### config.mk
export PLATFORM = sky130hd
export DESIGN_NAME = tape_sector_framer
export DESIGN_NICKNAME = d
export VERILOG_FILES = /design/src/hw/rtl/tsf_pkg.sv /design/src/hw/rtl/tsf_sectioner.sv /design/src/hw/rtl/tsf_emitter.sv /design/src/hw/rtl/tape_sector_framer.sv
export VERILOG_INCLUDE_DIRS = /design/src /design/src/hw/rtl
export SDC_FILE = /design/constraint.sdc
export NUM_CORES = 1
export LEC_CHECK = 0
export ABC_CLOCK_PERIOD_IN_PS = 8900
export BUFFER_PORTS_ARGS = -buffer_cell sky130_fd_sc_hd__buf_2
export CORE_UTILIZATION = 45
export CTS_BUF_LIST = sky130_fd_sc_hd__clkbuf_16
export CTS_CLUSTER_SIZE = 40
export DETAILED_ROUTE_END_ITERATION = 10
export GPL_TIMING_DRIVEN = 0
export SLEW_MARGIN = 40
export SYNTH_ARGS = -nofsm -noshare
export SYNTH_HDL_FRONTEND = slang
export SYNTH_SLANG_ARGS = --single-unit
### constraint.sdc
create_clock -name aclk -period 8.9 [get_ports aclk]
set_input_delay 1.335 -clock aclk [delete_from_list [all_inputs] [get_ports aclk]]
set_output_delay 1.335 -clock aclk [all_outputs]
set_load 0.01 [all_outputs]
### src/hw/rtl/tape_sector_framer_macros.svh
// Assertion macros used by the tape sector framer top level.
`ifndef TAPE_SECTOR_FRAMER_MACROS_SVH
`define TAPE_SECTOR_FRAMER_MACROS_SVH

// Checked on every rising clock edge outside reset.
`define TSF_ASSERT(label, prop, msg) \
    label: assert property (@(posedge aclk) disable iff (!aresetn) prop) else $error(msg);

// Checked on every rising clock edge, reset included.
`define TSF_ASSERT_ALWAYS(label, prop, msg) \
    label: assert property (@(posedge aclk) prop) else $error(msg);

`endif

### src/hw/rtl/tsf_pkg.sv
// Package with the constants and types of the tape sector framer.
package tsf_pkg;

    localparam int unsigned DATA_BYTES   = 512;
    localparam int unsigned FILLER_BYTES = 120;
    localparam int unsigned HEAD_BYTES   = 14;
    localparam int unsigned BLOCK_BYTES  = 2;
    localparam int unsigned HEAD_ZEROS   = 10;
    localparam int unsigned DATA_ZEROS   = 6;

    localparam int unsigned BYTE_W   = 8;
    localparam int unsigned COUNT_W  = 7;
    localparam int unsigned SUM_W    = 16;
    localparam int unsigned POS_W    = 10;
    localparam int unsigned M_DATA_W = 16;
    localparam int unsigned KIND_W   = 6;

    localparam logic [POS_W-1:0] HEAD_LAST  = POS_W'(HEAD_BYTES - 1);
    localparam logic [POS_W-1:0] BLOCK_LAST = POS_W'(BLOCK_BYTES - 1);
    localparam logic [POS_W-1:0] DATA_LAST  = POS_W'(DATA_BYTES - 1);

    localparam logic [SUM_W-1:0]  SUM_INIT  = 16'h0F0F;
    localparam logic [BYTE_W-1:0] ZERO_BYTE = 8'h00;
    localparam logic [BYTE_W-1:0] SYNC_BYTE = 8'hFF;
    localparam logic [BYTE_W-1:0] FILL_BYTE = 8'h5A;

    localparam logic [COUNT_W-1:0] HEAD_ZERO_COUNT = COUNT_W'(HEAD_ZEROS);
    localparam logic [COUNT_W-1:0] DATA_ZERO_COUNT = COUNT_W'(DATA_ZEROS);
    localparam logic [COUNT_W-1:0] SYNC_COUNT      = 7'd2;
    localparam logic [COUNT_W-1:0] SINGLE_COUNT    = 7'd1;
    localparam logic [COUNT_W-1:0] FILL_COUNT      = COUNT_W'(FILLER_BYTES);

    // Bit positions in the result mask, in emission order.
    localparam int unsigned KIND_ZERO = 0;
    localparam int unsigned KIND_SYNC = 1;
    localparam int unsigned KIND_DATA = 2;
    localparam int unsigned KIND_LO   = 3;
    localparam int unsigned KIND_HI   = 4;
    localparam int unsigned KIND_FILL = 5;

    typedef logic [KIND_W-1:0] kind_mask_t;

    typedef struct packed {
        logic [BYTE_W-1:0]  data;
        logic [SUM_W-1:0]   sum;
        logic [COUNT_W-1:0] zeros;
        kind_mask_t         kinds;
    } job_t;

endpackage

### src/hw/rtl/tsf_sectioner.sv
// Section tracking, checksum and result planning for each accepted byte.
module tsf_sectioner (
    input  logic                      aclk,
    input  logic                      aresetn,
    input  logic                      s_tvalid,
    output logic                      s_tready,
    input  logic [tsf_pkg::BYTE_W-1:0] s_tdata,   // [7:0] data_byte
    output logic                      job_valid,
    output tsf_pkg::job_t             job,
    input  logic                      job_ready
);

    typedef enum logic [1:0] {
        SEC_HEAD  = 2'd0,
        SEC_BLOCK = 2'd1,
        SEC_DATA  = 2'd2
    } section_t;

    section_t                        section_reg, section_next, sec;
    logic [tsf_pkg::POS_W-1:0]       pos_reg, pos_next, last_pos;
    logic [tsf_pkg::SUM_W-1:0]       sum_reg, sum_next, sum_base, sum_new;
    logic [tsf_pkg::COUNT_W-1:0]     zeros;
    logic                            job_valid_reg;
    tsf_pkg::job_t                   job_reg, job_next;
    logic                            accept, first, last;

    assign s_tready  = !job_valid_reg || job_ready;
    assign accept    = s_tvalid && s_tready;
    assign job_valid = job_valid_reg;
    assign job       = job_reg;

    always_comb begin
        // The unused section code is treated as the sector header.
        unique case (section_reg)
            SEC_BLOCK: begin
                sec      = SEC_BLOCK;
                last_pos = tsf_pkg::BLOCK_LAST;
                zeros    = tsf_pkg::HEAD_ZERO_COUNT;
            end
            SEC_DATA: begin
                sec      = SEC_DATA;
                last_pos = tsf_pkg::DATA_LAST;
                zeros    = tsf_pkg::DATA_ZERO_COUNT;
            end
            default: begin
                sec      = SEC_HEAD;
                last_pos = tsf_pkg::HEAD_LAST;
                zeros    = tsf_pkg::HEAD_ZERO_COUNT;
            end
        endcase

        first    = (pos_reg == '0);
        last     = (pos_reg >= last_pos);
        sum_base = first ? tsf_pkg::SUM_INIT : sum_reg;
        sum_new  = sum_base + {8'h00, s_tdata};

        job_next.data  = s_tdata;
        job_next.sum   = sum_new;
        job_next.zeros = zeros;
        job_next.kinds = '0;
        job_next.kinds[tsf_pkg::KIND_ZERO] = first;
        job_next.kinds[tsf_pkg::KIND_SYNC] = first;
        job_next.kinds[tsf_pkg::KIND_DATA] = 1'b1;
        job_next.kinds[tsf_pkg::KIND_LO]   = last;
        job_next.kinds[tsf_pkg::KIND_HI]   = last;
        job_next.kinds[tsf_pkg::KIND_FILL] = last && (sec == SEC_DATA);

        if (last) begin
            pos_next = '0;
            sum_next = tsf_pkg::SUM_INIT;
            unique case (sec)
                SEC_HEAD:  section_next = SEC_BLOCK;
                SEC_BLOCK: section_next = SEC_DATA;
                default:   section_next = SEC_HEAD;
            endcase
        end else begin
            pos_next     = pos_reg + 1'b1;
            sum_next     = sum_new;
            section_next = sec;
        end
    end

    always_ff @(posedge aclk) begin
        if (!aresetn) begin
            section_reg   <= SEC_HEAD;
            pos_reg       <= '0;
            sum_reg       <= tsf_pkg::SUM_INIT;
            job_valid_reg <= 1'b0;
        end else begin
            if (accept) begin
                section_reg <= section_next;
                pos_reg     <= pos_next;
                sum_reg     <= sum_next;
                job_reg     <= job_next;
            end
            if (s_tready) begin
                job_valid_reg <= s_tvalid;
            end
        end
    end

endmodule

### src/hw/rtl/tsf_emitter.sv
// Walks the planned results of each byte and drives the output register.
module tsf_emitter (
    input  logic                        aclk,
    input  logic                        aresetn,
    input  logic                        job_valid,
    input  tsf_pkg::job_t               job,
    output logic                        job_ready,
    output logic                        m_tvalid,
    input  logic                        m_tready,
    output logic [tsf_pkg::M_DATA_W-1:0] m_tdata,  // [7:0] out_byte, [14:8] repeat_count
    output logic                        m_tuser,  // [0] sector_done
    output logic                        m_tlast
);

    logic                          cur_valid_reg;
    tsf_pkg::job_t                 cur_reg;
    tsf_pkg::kind_mask_t           mask_reg, sel;
    logic                          out_free, last_slot;
    logic [tsf_pkg::BYTE_W-1:0]    res_byte;
    logic [tsf_pkg::COUNT_W-1:0]   res_count;
    logic                          m_tvalid_reg, m_tlast_reg, m_tuser_reg;
    logic [tsf_pkg::M_DATA_W-1:0]  m_tdata_reg;

    assign out_free  = !m_tvalid_reg || m_tready;
    // Lowest pending result first; the job is done when one bit remains.
    assign sel       = mask_reg & (~mask_reg + 1'b1);
    assign last_slot = ((mask_reg & (mask_reg - 1'b1)) == '0);
    assign job_ready = !cur_valid_reg || (out_free && last_slot);

    always_comb begin
        res_byte  = cur_reg.data;
        res_count = tsf_pkg::SINGLE_COUNT;
        if (sel[tsf_pkg::KIND_ZERO]) begin
            res_byte  = tsf_pkg::ZERO_BYTE;
            res_count = cur_reg.zeros;
        end else if (sel[tsf_pkg::KIND_SYNC]) begin
            res_byte  = tsf_pkg::SYNC_BYTE;
            res_count = tsf_pkg::SYNC_COUNT;
        end else if (sel[tsf_pkg::KIND_LO]) begin
            res_byte  = cur_reg.sum[7:0];
        end else if (sel[tsf_pkg::KIND_HI]) begin
            res_byte  = cur_reg.sum[15:8];
        end else if (sel[tsf_pkg::KIND_FILL]) begin
            res_byte  = tsf_pkg::FILL_BYTE;
            res_count = tsf_pkg::FILL_COUNT;
        end
    end

    always_ff @(posedge aclk) begin
        if (!aresetn) begin
            cur_valid_reg <= 1'b0;
            m_tvalid_reg  <= 1'b0;
        end else begin
            if (out_free) begin
                m_tvalid_reg <= cur_valid_reg;
                if (cur_valid_reg) begin
                    m_tdata_reg <= {1'b0, res_count, res_byte};
                    m_tuser_reg <= sel[tsf_pkg::KIND_FILL];
                    m_tlast_reg <= last_slot;
                end
            end
            if (job_ready) begin
                cur_valid_reg <= job_valid;
                cur_reg       <= job;
                mask_reg      <= job.kinds;
            end else if (out_free && cur_valid_reg) begin
                mask_reg      <= mask_reg & ~sel;
            end
        end
    end

    assign m_tvalid = m_tvalid_reg;
    assign m_tdata  = m_tdata_reg;
    assign m_tuser  = m_tuser_reg;
    assign m_tlast  = m_tlast_reg;

endmodule

### src/hw/rtl/tape_sector_framer.sv
// Top level of the tape sector framer: byte stream in, run-length results out.
//
//   channel  direction  tdata                              tuser        tlast
//   s_       in         [7:0] data_byte                    -            -
//   m_       out        [7:0] out_byte, [14:8] repeat_count [0] sector_done last_of_run
//
// Each byte gives one to four results: three on the first byte of a section,
// three or four on the last and one otherwise. The output register moves one
// result per cycle unless m_tready stalls. A byte passes the job register, the
// emitter's current-job register and the output register. Reset (aresetn low,
// synchronous) returns to the sector header with the checksum at its start
// value. A stall on m_tready holds the output register and backs up to s_tready.
`include "tape_sector_framer_macros.svh"

module tape_sector_framer (
    input  logic                         aclk,
    input  logic                         aresetn,
    input  logic                         s_tvalid,
    output logic                         s_tready,
    input  logic [tsf_pkg::BYTE_W-1:0]   s_tdata,   // [7:0] data_byte
    output logic                         m_tvalid,
    input  logic                         m_tready,
    output logic [tsf_pkg::M_DATA_W-1:0] m_tdata,   // [7:0] out_byte, [14:8] repeat_count
    output logic                         m_tuser,   // [0] sector_done
    output logic                         m_tlast
);

    logic          job_valid, job_ready;
    tsf_pkg::job_t job;

    tsf_sectioner u_sectioner (
        .aclk      (aclk),
        .aresetn   (aresetn),
        .s_tvalid  (s_tvalid),
        .s_tready  (s_tready),
        .s_tdata   (s_tdata),
        .job_valid (job_valid),
        .job       (job),
        .job_ready (job_ready)
    );

    tsf_emitter u_emitter (
        .aclk      (aclk),
        .aresetn   (aresetn),
        .job_valid (job_valid),
        .job       (job),
        .job_ready (job_ready),
        .m_tvalid  (m_tvalid),
        .m_tready  (m_tready),
        .m_tdata   (m_tdata),
        .m_tuser   (m_tuser),
        .m_tlast   (m_tlast)
    );

    // The filler run always closes the results of the last data byte.
    `TSF_ASSERT(a_fill_is_last, m_tvalid && m_tuser |-> m_tlast && (m_tdata[7:0] == tsf_pkg::FILL_BYTE), "filler run not last or wrong byte")
    // No result carries a zero repeat count.
    `TSF_ASSERT(a_count_nonzero, m_tvalid |-> (m_tdata[14:8] != '0), "zero repeat count")
    // A planned job waiting on the emitter must not change.
    `TSF_ASSERT(a_job_holds, job_valid && !job_ready |=> job_valid && $stable(job), "pending job changed")
    // Nothing is offered while reset is held.
    `TSF_ASSERT_ALWAYS(a_reset_quiet, !aresetn |=> !m_tvalid, "output valid right after reset")

endmodule

==> results of run 1 <==
==> cells by family (layout without fill, tap and decap cells) <==
group | count (synthesis) | after routing
AOI/OAI and AO/OA | 99 | 99
xor gates and xnor gates | 13 | 13
adders and majority gates | 22 | 22
buffers and inverters | 34 | 82
DFF | 107 | 107
other | 1 | 1
and+or+nand+nor | 157 | 157
==> power groups by stage <==
stage	sequential (mW)	combinational [mW]	clock (mW)
final	0.582	0.130	0.404
after global routing	0.585	0.143	0.429
after CTS	0.582	0.129	0.411
after detailed placement	0.593	0.128	0
after global placement	0.593	0.121	0
after floorplan	0.590	0.0883	0
==> worst min-delay path by stage <==
stage | to | slack, ns | startpoint | cells after the start
3_5_place_dp | u_emitter.cur_reg[17]$_DFFE_PP_ | 0.40 | u_sectioner.job[17]$_DFFE_PP_ | 0
6_report | u_emitter.cur_reg[21]$_DFFE_PP_ | 0.42 | u_sectioner.job[21]$_DFFE_PP_ | 0
2_1_floorplan | u_emitter.cur_reg[13]$_DFFE_PP_ | 0.40 | u_sectioner.job[13]$_DFFE_PP_ | 0
5_1_grt | u_emitter.cur_reg[35]$_DFFE_PP_ | 0.42 | u_sectioner.job[35]$_DFFE_PP_ | 0
3_3_place_gp | u_emitter.cur_reg[24]$_DFFE_PP_ | 0.41 | u_sectioner.job[24]$_DFFE_PP_ | 0
4_1_cts | u_emitter.cur_reg[21]$_DFFE_PP_ | 0.42 | u_sectioner.job[21]$_DFFE_PP_ | 0
==> stage by stage <==
stage | util | total power [mW] | setup WS (ns) | hold slack, ns | cell area [sq um]
2_1_floorplan | - | 0.6784 | 5.288 | 0.4003 | 4922
3_3_place_gp | 0.5011 | 0.7142 | 4.450 | 0.4074 | 5243
3_5_place_dp | 0.5066 | 0.7215 | 4.619 | 0.4045 | 5300
4_1_cts | 0.5361 | 1.122 | 4.600 | 0.4172 | 5609
5_1_grt | 0.5361 | 1.157 | 4.259 | 0.4224 | 5609
6_report | 0.5361 | 1.115 | 4.562 | 0.4185 | 5609
==> worst max-delay path, cell delays in order (launching register included) <==
cell and delay, ns:
sky130_fd_sc_hd__dfxtp_1 0.49, sky130_fd_sc_hd__inv_1 0.08, sky130_fd_sc_hd__ha_1 0.20, sky130_fd_sc_hd__nor4b_1 0.13, sky130_fd_sc_hd__nand3_1 0.17, sky130_fd_sc_hd__clkbuf_1 0.38
sky130_fd_sc_hd__clkbuf_1 0.44, sky130_fd_sc_hd__nand2b_1 0.15, sky130_fd_sc_hd__ha_1 0.25, sky130_fd_sc_hd__fa_1 0.44, sky130_fd_sc_hd__a211oi_1 0.28, sky130_fd_sc_hd__nor2_1 0.11
sky130_fd_sc_hd__o41a_1 0.46, sky130_fd_sc_hd__a311oi_1 0.36, sky130_fd_sc_hd__nor2_1 0.11
==> cell usage in the layout, fill, tap and decap left out, types with 5 or more instances in the layout <==
| cell type | instances |
|---|---|
| sky130_fd_sc_hd__o31ai_1 | 5 |
| sky130_fd_sc_hd__clkbuf_1 | 13 |
| sky130_fd_sc_hd__and2_1 | 9 |
| sky130_fd_sc_hd__o21a_1 | 5 |
| sky130_fd_sc_hd__nor2_1 | 32 |
| sky130_fd_sc_hd__nand2b_1 | 5 |
| sky130_fd_sc_hd__ha_1 | 21 |
| sky130_fd_sc_hd__o21ai_0 | 13 |
| sky130_fd_sc_hd__xor2_1 | 9 |
| sky130_fd_sc_hd__nand3_1 | 34 |
| sky130_fd_sc_hd__buf_2 | 32 |
| sky130_fd_sc_hd__nand2_1 | 39 |
| sky130_fd_sc_hd__edfxtp_1 | 76 |
| sky130_fd_sc_hd__and3_1 | 6 |
| sky130_fd_sc_hd__inv_1 | 13 |
| sky130_fd_sc_hd__nand4_1 | 7 |
| sky130_fd_sc_hd__a211oi_1 | 14 |
| sky130_fd_sc_hd__a21oi_1 | 26 |
| sky130_fd_sc_hd__dfxtp_1 | 31 |
| sky130_fd_sc_hd__clkbuf_16 | 9 |
==> layout make-up <==
type | instances | area (sq um) | area share
Buffer | 19 | 88.84 | 0.01584
Sequential cell | 107 | 2903 | 0.5175
Timing Repair Buffer | 32 | 192.7 | 0.03435
Multi-Input combinational cell | 292 | 1889 | 0.3368
Clock inverter | 7 | 83.83 | 0.01495
Inverter | 15 | 56.30 | 0.01004
Tap cell | 136 | 170.2 | 0.03034
Clock buffer | 9 | 225.2 | 0.04015
==> metal layers <==
| metal | share of wire | vias to the layer above |
|---|---|---|
| met2 | 0.45 | 100 |
| met4 | 0.024 | 0 |
| met1 | 0.49 | 1619 |
| met5 | 0 | - |
| met3 | 0.035 | 23 |
| li1 | - | 1706 |
==> impl_metrics.json, run 1 <==
{
  "run_status": "completed",
  "grt_max_degree": 23,
  "port_buffers": 30,
  "fraction_of_layout_instances_using_a_drive_strength_above_1": 0.1393,
  "critical_path_start_end_classification": "reg -> reg",
  "worst_r2r_path_depth": 14,
  "setup_skew_ns": 0.009485,
  "sequential_fraction_of_the_synthesis_area": 0.5897,
  "max_clock_freq_mhz": 230.5,
  "clock_tree.root_cell": "sky130_fd_sc_hd__clkbuf_16",
  "power.static_leakage_nw": 2.044,
  "slew_violations": 0,
  "crit_end": "u_sectioner.job[23]$_DFFE_PP_",
  "antenna_violating_nets_post_route": 0,
  "detailed_place_hpwl_mm": 7.226,
  "die_height_um": 106.6,
  "ir_drop_mv": 0.1048,
  "min-delay-path-class": "reg -> reg",
  "rsz_0062_raised_after_global_routing": "false",
  "wire_length_of_the_first_global_routing_pass_mm": 15.97,
  "tritoncts_clock_tree": "yes",
  "floorplan_core_area_sq_um": 10460,
  "cts.reportedPaths.clkPinSlew_ns": 0.08,
  "worst_slew_pin_slew_ns": 0.7569,
  "design.portCount": 32,
  "critical_path.startpoint": "u_sectioner.pos_reg[0]$_SDFFE_PN0P_",
  "detailedRoute.firstPassIterationCount": 4,
  "finish.cell_count_without_fillers": 617,
  "grtUsageMet2": 0.2779,
  "synth_edf_count": 76,
  "detailedRoute.firstIterationViolations": 163,
  "share_seq_of_total_power": 0.522,
  "maxCapViolations": 0,
  "die-area_sq_um": 11360,
  "mappedNetlistNets": 467,
  "fill_cells": 927,
  "global_route.overflow_total": 0,
  "grt_pass1_vias": 3175,
  "post_synth_fa_ha_maj_area_fraction": 0.05745,
  "start_util": 0.4705,
  "crit_path_start_kind": "flop",
  "number_of_setup_buffers_added_after_cts": 0,
  "cts_inserted_buffers": 9,
  "row_count": 37,
  "remaining_drc_errors": 0,
  "global_router_s_overall_resource_usage": 0.1829,
  "busiest_layer": "met2",
  "period_needed_ns": 4.338,
  "routed_wirelength_mm": 9.758,
  "share_comb_of_total_power": 0.116,
  "cts_h_tree_lvls": 3,
  "vias_per_cell": 5.588,
  "worst_slew_margin_rel": 0.4954,
  "power_per_cell_area_nw_per_um2": 198.8,
  "synth_xor_area_frac": 0.02313,
  "buffers_from_clock_root_to_sink_at_most": 2,
  "crit_required_ns": 8.98,
  "syn_area_sq_um": 4922,
  "rr_endpoint": "u_sectioner.job[23]$_DFFE_PP_",
  "place.gp.congestion": 0.8763,
  "avgSynthCellArea_sq_um": 11.37,
  "post-synth-top-count-cell": "sky130_fd_sc_hd__edfxtp_1",
  "synth_simple_gate_area_share": 0.1573,
  "globalRouteMet1Util": 0.2546,
  "insertion_delay_ns": 0.35,
  "power.share.switching": 0.2668,
  "synthArstFlopShare": 0,
  "net_switching_power_figure_mw": 0.2974,
  "r2r_slack_ns": 4.56,
  "diodes": 0,
  "final-setup-viol-count": 0,
  "netlist_top_cells_area": "sky130_fd_sc_hd__edfxtp_1 (46%), sky130_fd_sc_hd__dfxtp_1 (13%), sky130_fd_sc_hd__ha_1 (5.3%)",
  "min_period_over_period": 0.4875,
  "combinational_family_with_the_most_area_after_synthesis": "simple AND/OR/NAND/NOR gates",
  "placed_cells": 601,
  "proportion_of_netlist_area_held_by_the_largest_area_contributor": 0.4637,
  "power_report.internal_total_mw": 0.8175,
  "synth_compound_area_frac": 0.1421,
  "multiplexer_area_fraction_after_synthesis": 0,
  "hold_viol": 0,
  "grt.met3_usage": 0.03040,
  "finalSetupTns_ns": 0,
  "largest_register_ff_count": 29,
  "netlist_instances": 433,
  "die_width_um": 106.6,
  "synthesis.yosys.warnings": 0,
  "reg2reg_from": "u_sectioner.pos_reg[0]$_SDFFE_PN0P_",
  "routed-via-count": 3448,
  "synth_cell_types": 56,
  "ctsHoldBuffers": 0,
  "synth_top_cells_by_count": "sky130_fd_sc_hd__edfxtp_1 (76), sky130_fd_sc_hd__nand2_1 (39), sky130_fd_sc_hd__nand3_1 (34), sky130_fd_sc_hd__nor2_1 (34), sky130_fd_sc_hd__dfxtp_1 (31)",
  "cts_sinks": 107,
  "post_cts_resize_count": 0,
  "arrival_ns": 4.42,
  "initial_antenna_violation_count": 0,
  "synth-main-ff-cell": "sky130_fd_sc_hd__edfxtp_1",
  "dominant_cell_type_by_area_after_synthesis": "sky130_fd_sc_hd__edfxtp_1",
  "clock_power_share": 0.362,
  "crit_fanout": 10,
  "setup_crit_end_kind": "flop",
  "area_delta_synth_final_pct": 13.96,
  "routedWlPerCell_um": 15.82,
  "yosys_register_bits": 107,
  "finish.net_count": 510
}
(Power assumes the default switching activity.)
==> run 2: changes to the inputs <==
ABC_AREA = 1   (was default)
ABC_CLOCK_PERIOD_IN_PS = 3700   (was 8900)
clock period = 3.7 ns   (was 8.9 ns; I/O delays follow)
==> impl_metrics.json, run 2 <==
{
  "crit_required_ns": 3.96,
  "final_common_cell": "sky130_fd_sc_hd__nand2_1",
  "crit_fanout": 10,
  "whs_ns": 0.4103,
  "synth_edf_count": 76,
  "cts.reportedPaths.clkPinSlew_ns": 0.07,
  "rsz_0062_raised_after_global_routing": "false",
  "die-area_sq_um": 11440,
  "tritoncts_clock_tree": "yes",
  "detailed_place_hpwl_mm": 6.597,
  "cp_common_cell": "sky130_fd_sc_hd__nand2_1",
  "buf_inv_stages_crit_path": 2,
  "power.static_leakage_nw": 2.320,
  "avgSynthCellArea_sq_um": 9.974,
  "min_period_over_period": 0.8466,
  "dominant_cell_type_by_area_after_synthesis": "sky130_fd_sc_hd__edfxtp_1",
  "critical_path_start_end_classification": "reg -> reg",
  "yosys_register_bits": 107,
  "mappedNetlistNets": 531,
  "global_router_s_overall_resource_usage": 0.1633,
  "power_per_cell_area_nw_per_um2": 461.7,
  "fraction_of_layout_instances_using_a_drive_strength_above_1": 0.1502,
  "routed-via-count": 3360,
  "largest_register_ff_count": 29,
  "antenna_violating_nets_post_route": 0,
  "netlist_top_cells_area": "sky130_fd_sc_hd__edfxtp_1 (46%), sky130_fd_sc_hd__dfxtp_1 (13%), sky130_fd_sc_hd__nand2_1 (9.2%)",
  "run_status": "completed",
  "detailedRoute.firstPassIterationCount": 4,
  "min-delay-path-class": "in -> reg",
  "worst_slew_pin_slew_ns": 0.6639,
  "hold_viol": 0,
  "floorplan_core_area_sq_um": 10510,
  "crit_path_max_incr_delay_ns": 0.42,
  "grt_pass1_vias": 3022,
  "period_needed_ns": 3.132,
  "utilization": 0.5372,
  "cts_sinks": 107,
  "place.gp.congestion": 0.8225,
  "ir_drop_mv": 0.2518,
  "slew_violations": 0,
  "synth_top_cells_by_count": "sky130_fd_sc_hd__nand2_1 (121), sky130_fd_sc_hd__edfxtp_1 (76), sky130_fd_sc_hd__inv_1 (56)",
  "synthArstFlopShare": 0,
  "area_delta_synth_final_pct": 13.88,
  "insertion_delay_ns": 0.34,
  "row_count": 37,
  "timing.critical_path.max_delay_family": "simple AND/OR/NAND/NOR gates",
  "port_buffers": 30,
  "max_clock_freq_mhz": 319.2,
  "diodes": 0,
  "routedWlPerCell_um": 12.81,
  "syn_area_sq_um": 4957,
  "global_route.overflow_total": 0,
  "sequential_fraction_of_the_synthesis_area": 0.5856,
  "remaining_drc_errors": 0,
  "area_used_by_multi_input_combinational_logic_sq_um": 1759,
  "area.sequential_sq_um": 2903,
  "die_height_um": 107.0,
  "synthesis.yosys.warnings": 0,
  "setup_skew_ns": 0.006029,
  "crit_path_start_kind": "flop",
  "die_width_um": 107.0,
  "cp_cell_sequence": "inv_1 -> ha_1 -> nand2_1 -> nor2_2 -> buf_2 -> or2_2 -> ha_1 -> fa_1 -> nand3_1 -> nand2_1 -> nand3_1 -> nand2_1 -> nand2_1 -> nor2_1 -> xor2_1 -> nand2_1 -> a21oi_1",
  "synth_cell_types": 40,
  "cts_inserted_buffers": 9,
  "post_cts_resize_count": 0,
  "layout.cells.most_common_list": "sky130_fd_sc_hd__nand2_1 (121), sky130_fd_sc_hd__edfxtp_1 (76), sky130_fd_sc_hd__inv_1 (57), sky130_fd_sc_hd__buf_2 (35), sky130_fd_sc_hd__nor2_1 (32)",
  "synth-main-ff-cell": "sky130_fd_sc_hd__edfxtp_1",
  "fill_cells": 944,
  "vias_per_cell": 4.927,
  "proportion_of_netlist_area_held_by_the_largest_area_contributor": 0.4604,
  "maxCapViolations": 0,
  "post-synth-top-count-cell": "sky130_fd_sc_hd__nand2_1",
  "netlist_instances": 497,
  "initial_antenna_violation_count": 0,
  "clock_tree.root_cell": "sky130_fd_sc_hd__clkbuf_16",
  "final-setup-viol-count": 0,
  "arrival_ns": 3.39,
  "design.portCount": 32,
  "number_of_setup_buffers_added_after_cts": 0,
  "totalPowerFinal_mw": 2.607,
  "start_util": 0.4717,
  "finish.net_count": 575,
  "worst_slew_margin_rel": 0.5574,
  "grt_max_degree": 24,
  "finalSetupTns_ns": 0,
  "postPlaceCellArea_sq_um": 5345,
  "routed_wirelength_mm": 8.738,
  "cts_h_tree_lvls": 3,
  "critical_path.slowest_cell": "sky130_fd_sc_hd__fa_1",
  "wire_length_of_the_first_global_routing_pass_mm": 14.27,
  "setup_crit_end_kind": "flop",
  "area_of_all_placed_cells_without_fillers_sq_um": 5645,
  "detailedRoute.firstIterationViolations": 144,
  "r2r_slack_ns": 0.57,
  "buffers_from_clock_root_to_sink_at_most": 2,
  "ctsHoldBuffers": 0
}
==> run 2: cell types whose count changed after synthesis, sizes merged, moves of 6 or more <==
cell    before  now
nand3b       0    8
inv         13   59
and2         9    2
nand3       34   27
a211oi      14    0
a31oi        1    9
and3         6    0
nand2       40  124
clkbuf      13    4
==> run 2: logic make-up after synthesis <==
logic type / count (synthesis) / synth area share
and+or+nand+nor: 217 / 0.1981
DFF: 107 / 0.5856
buffers and inverters: 74 / 0.06360
AOI/OAI and AO/OA: 61 / 0.06840
adders and majority gates: 22 / 0.05704
xor gates and xnor gates: 15 / 0.02650
other: 1 / 0.0007565
==> run 2: area by class of cell <==
cell class	instances	share of cell area
multi-input cells	316	0.3116
well taps	136	0.03014
clock buffers	9	0.03989
inverters	60	0.04034
clock inverters	7	0.01330
repair buffers	33	0.03502
flip-flops and latches	107	0.5142
plain buffers	14	0.01551
==> run 2: final timing paths <==
check,from,end,cells past startpoint
max,u_sectioner.pos_reg[0]$_SDFFE_PN0P_,u_sectioner.sum_reg[12]$_SDFFE_PN0P_,17
min,s_tdata[0],u_sectioner.job[29]$_DFFE_PP_,1
max reg2reg,u_sectioner.pos_reg[0]$_SDFFE_PN0P_,u_sectioner.sum_reg[12]$_SDFFE_PN0P_,17
min reg2reg,u_sectioner.job[36]$_DFFE_PP_,u_emitter.cur_reg[36]$_DFFE_PP_,0
==> run 2: metrics by stage <==
stage | setup WS [ns] | instances
2_1_floorplan | 0.5955 | 497
3_3_place_gp | 0.04107 | 663
3_5_place_dp | 0.6380 | 666
4_1_cts | 0.6040 | 682
5_1_grt | 0.3721 | 682
6_report | 0.5676 | 682
==> run 2: where the power goes <==
group | switching [mW] | internal (mW) | total (mW)
registers | 0.0271 | 1.36 | 1.39
clock network | 0.428 | 0.530 | 0.958
logic | 0.168 | 0.0922 | 0.260
==> run 2: worst register-to-register path, cell delays in order (launching register included) <==
cell and delay [ns]:
sky130_fd_sc_hd__dfxtp_1 0.38, sky130_fd_sc_hd__inv_1 0.09, sky130_fd_sc_hd__ha_1 0.20, sky130_fd_sc_hd__nand2_1 0.13, sky130_fd_sc_hd__nor2_2 0.09, sky130_fd_sc_hd__buf_2 0.21, sky130_fd_sc_hd__or2_2 0.30, sky130_fd_sc_hd__ha_1 0.22
sky130_fd_sc_hd__fa_1 0.42, sky130_fd_sc_hd__nand3_1 0.09, sky130_fd_sc_hd__nand2_1 0.10, sky130_fd_sc_hd__nand3_1 0.08, sky130_fd_sc_hd__nand2_1 0.08, sky130_fd_sc_hd__nand2_1 0.13, sky130_fd_sc_hd__nor2_1 0.07, sky130_fd_sc_hd__xor2_1 0.25
sky130_fd_sc_hd__nand2_1 0.09, sky130_fd_sc_hd__a21oi_1 0.13
==> run 2: metal layers <==
layer / vias to the layer above / share of wire / GRT usage
met3: 7 / 0.036 / 0.03161
met5: - / 0 / 0
met4: 0 / 0.0094 / 0.05773
met1: 1559 / 0.48 / 0.2118
li1: 1741 / - / -
met2: 53 / 0.47 / 0.2728
==> run 3: changes to the inputs <==
ABC_CLOCK_PERIOD_IN_PS = 2700   (was 3700)
clock period = 2.7 ns   (was 3.7 ns; I/O delays follow)
==> impl_metrics.json, run 3 (synthesized netlist as in run 2, its figures left out) <==
{
  "run_status": "completed",
  "floorplan_core_area_sq_um": 10510,
  "hold-path-endpoint": "u_sectioner.job[32]$_DFFE_PP_",
  "ctsHoldBuffers": 0,
  "crit_fanout": 7,
  "place.gp.congestion": 0.8477,
  "crit_required_ns": 2.81,
  "die_height_um": 107.0,
  "antenna_violating_nets_post_route": 0,
  "critical_path_start_end_classification": "reg -> reg",
  "finalSetupTns_ns": 0,
  "cts.reportedPaths.clkPinSlew_ns": 0.08,
  "min_period_over_period": 0.9636,
  "largest_register_ff_count": 29,
  "area_delta_synth_final_pct": 16.25,
  "fraction_of_layout_instances_using_a_drive_strength_above_1": 0.2047,
  "power_per_cell_area_nw_per_um2": 624.4,
  "buffers_from_clock_root_to_sink_at_most": 2,
  "route.top_layer_used": "met4",
  "hold_path_depth": 1,
  "crit_path_start_kind": "flop",
  "routed_wirelength_mm": 9.240,
  "remaining_drc_errors": 0,
  "port_buffers": 30,
  "wl_met1_mm": 4.334,
  "worst_slew_pin_slew_ns": 0.7984,
  "rsz_0062_raised_after_global_routing": "true",
  "grt_max_degree": 30,
  "dpl_worst_slack_ns": -0.4084,
  "cts_inserted_buffers": 9,
  "layout.cells.most_common_list": "sky130_fd_sc_hd__nand2_1 (113), sky130_fd_sc_hd__edfxtp_1 (76), sky130_fd_sc_hd__inv_1 (56), sky130_fd_sc_hd__buf_2 (34), sky130_fd_sc_hd__nor2_1 (29)",
  "cts_h_tree_lvls": 3,
  "setup_skew_ns": 0.008397,
  "area.sequential_sq_um": 2907,
  "die-area_sq_um": 11440,
  "global_route.overflow_total": 0,
  "final_common_cell": "sky130_fd_sc_hd__nand2_1",
  "cts_sinks": 107,
  "wire_length_of_the_first_global_routing_pass_mm": 15.18,
  "period_needed_ns": 2.602,
  "fill_cells": 923,
  "grt_pass1_vias": 3181,
  "area_used_by_multi_input_combinational_logic_sq_um": 1867,
  "global_router_s_overall_resource_usage": 0.1737,
  "slew_violations": 0,
  "holdCritStartpoint": "s_tdata[3]",
  "r2r_slack_ns": 0.1,
  "worst_slew_margin_rel": 0.4677,
  "routedWlPerCell_um": 13.43,
  "rr_endpoint": "u_sectioner.job[25]$_DFFE_PP_",
  "detailedRoute.firstIterationViolations": 161,
  "initial_antenna_violation_count": 0,
  "detailedRoute.firstPassIterationCount": 4,
  "row_count": 37,
  "maxCapViolations": 0,
  "start_util": 0.4717,
  "worst_r2r_path_depth": 15,
  "diodes": 0,
  "die_width_um": 107.0,
  "insertion_delay_ns": 0.35,
  "design.portCount": 32,
  "ir_drop_mv": 0.3050,
  "reg2reg_from": "u_sectioner.pos_reg[1]$_SDFFE_PN0P_",
  "dr_wl_met2_mm": 4.455,
  "detailed_place_hpwl_mm": 6.789,
  "final-setup-viol-count": 0,
  "totalPowerFinal_mw": 3.599,
  "postLayoutSetupSlackWorst_ns": 0.09827,
  "clock_tree.root_cell": "sky130_fd_sc_hd__clkbuf_16",
  "arrival_ns": 2.72,
  "routed-via-count": 3421,
  "vias_per_cell": 4.972,
  "wl_met3_um": 283,
  "finish.net_count": 581,
  "min-delay-path-class": "in -> reg",
  "tritoncts_clock_tree": "yes",
  "setup_crit_end_kind": "flop",
  "power.static_leakage_nw": 2.357,
  "hold_viol": 0,
  "max_clock_freq_mhz": 384.4
}
==> run 3: changes by cell type in the layout (fill, tap and decap cells not counted), moves of 3 or more <==
cell | before | now
sky130_fd_sc_hd__nand2_2 | 1 | 8
sky130_fd_sc_hd__nand2_1 | 121 | 113
sky130_fd_sc_hd__nor2_1 | 32 | 29
sky130_fd_sc_hd__buf_4 | 4 | 12
sky130_fd_sc_hd__a21oi_2 | 1 | 4
sky130_fd_sc_hd__dfxtp_1 | 31 | 28
sky130_fd_sc_hd__ha_1 | 21 | 18
sky130_fd_sc_hd__inv_6 | 1 | 4
sky130_fd_sc_hd__dfxtp_2 | 0 | 3
sky130_fd_sc_hd__a21oi_1 | 28 | 25
==> run 3: critical path, stage by stage, from the launching register on <==
cell and delay, ns:
sky130_fd_sc_hd__dfxtp_2 0.37, sky130_fd_sc_hd__inv_1 0.06, sky130_fd_sc_hd__ha_2 0.19, sky130_fd_sc_hd__nand2_4 0.08, sky130_fd_sc_hd__nor2_4 0.06, sky130_fd_sc_hd__or2_2 0.30, sky130_fd_sc_hd__ha_4 0.18, sky130_fd_sc_hd__fa_2 0.36
sky130_fd_sc_hd__nand3_1 0.09, sky130_fd_sc_hd__nand2_2 0.08, sky130_fd_sc_hd__nand3_2 0.07, sky130_fd_sc_hd__nand2_2 0.07, sky130_fd_sc_hd__nand2_2 0.09, sky130_fd_sc_hd__nor2_1 0.06, sky130_fd_sc_hd__xor2_1 0.18, sky130_fd_sc_hd__buf_4 0.13
==> run 3: area by class of cell <==
class,instances,area share
Buffer,13,0.01433
Clock inverter,7,0.01194
Inverter,60,0.03951
Clock buffer,9,0.03908
Timing Repair Buffer,39,0.03734
Tap cell,136,0.02953
Sequential cell,107,0.5043
Multi-Input combinational cell,317,0.3239
==> run 3: what timing repair did <==
action                     4_1_cts  5_1_grt
gates cloned                     0        1
setup buffers                    3        5
setup endpoints to repair       22       44
hold endpoints to repair         0        0
gates resized for setup          7       22
pin swaps                        1        7
==> run 3: where the power goes <==
| part | switching [mW] | total, mW | internal (mW) |
|---|---|---|---|
| clock network | 0.648 | 1.31 | 0.660 |
| logic | 0.242 | 0.386 | 0.144 |
| registers | 0.0385 | 1.90 | 1.87 |
==> run 3: layer usage <==
| metal | track usage | up-vias |
|---|---|---|
| met5 | 0 | - |
| met4 | 0.06458 | 0 |
| met3 | 0.02979 | 16 |
| met2 | 0.2857 | 52 |
| met1 | 0.2303 | 1589 |
| li1 | - | 1764 |
==> run 3: how the worst max path moves through the flow <==
stage	from	to	slack, ns
2_1_floorplan	u_sectioner.pos_reg[0]$_SDFFE_PN0P_	u_sectioner.sum_reg[14]$_SDFFE_PN0P_	0.06
4_1_cts	u_sectioner.pos_reg[0]$_SDFFE_PN0P_	u_sectioner.sum_reg[14]$_SDFFE_PN0P_	0.002
3_5_place_dp	u_sectioner.pos_reg[0]$_SDFFE_PN0P_	u_sectioner.sum_reg[14]$_SDFFE_PN0P_	-0.41
5_1_grt	u_sectioner.pos_reg[0]$_SDFFE_PN0P_	u_sectioner.job[28]$_DFFE_PP_	-0.08
3_3_place_gp	u_emitter.mask_reg[1]$_DFFE_PP_	u_sectioner.job[15]$_DFFE_PP_	-0.32
6_report	u_sectioner.pos_reg[1]$_SDFFE_PN0P_	u_sectioner.job[25]$_DFFE_PP_	0.1
==> run 3: per-stage QoR <==
stage | hold slack [ns] | cell area [sq um] | utilization | cells
2_1_floorplan | 0.4003 | 4962 | - | 497
3_3_place_gp | 0.4078 | 5283 | 0.5027 | 663
3_5_place_dp | 0.4045 | 5303 | 0.5046 | 664
4_1_cts | 0.2439 | 5632 | 0.5359 | 682
5_1_grt | 0.2608 | 5763 | 0.5484 | 688
6_report | 0.2709 | 5763 | 0.5484 | 688
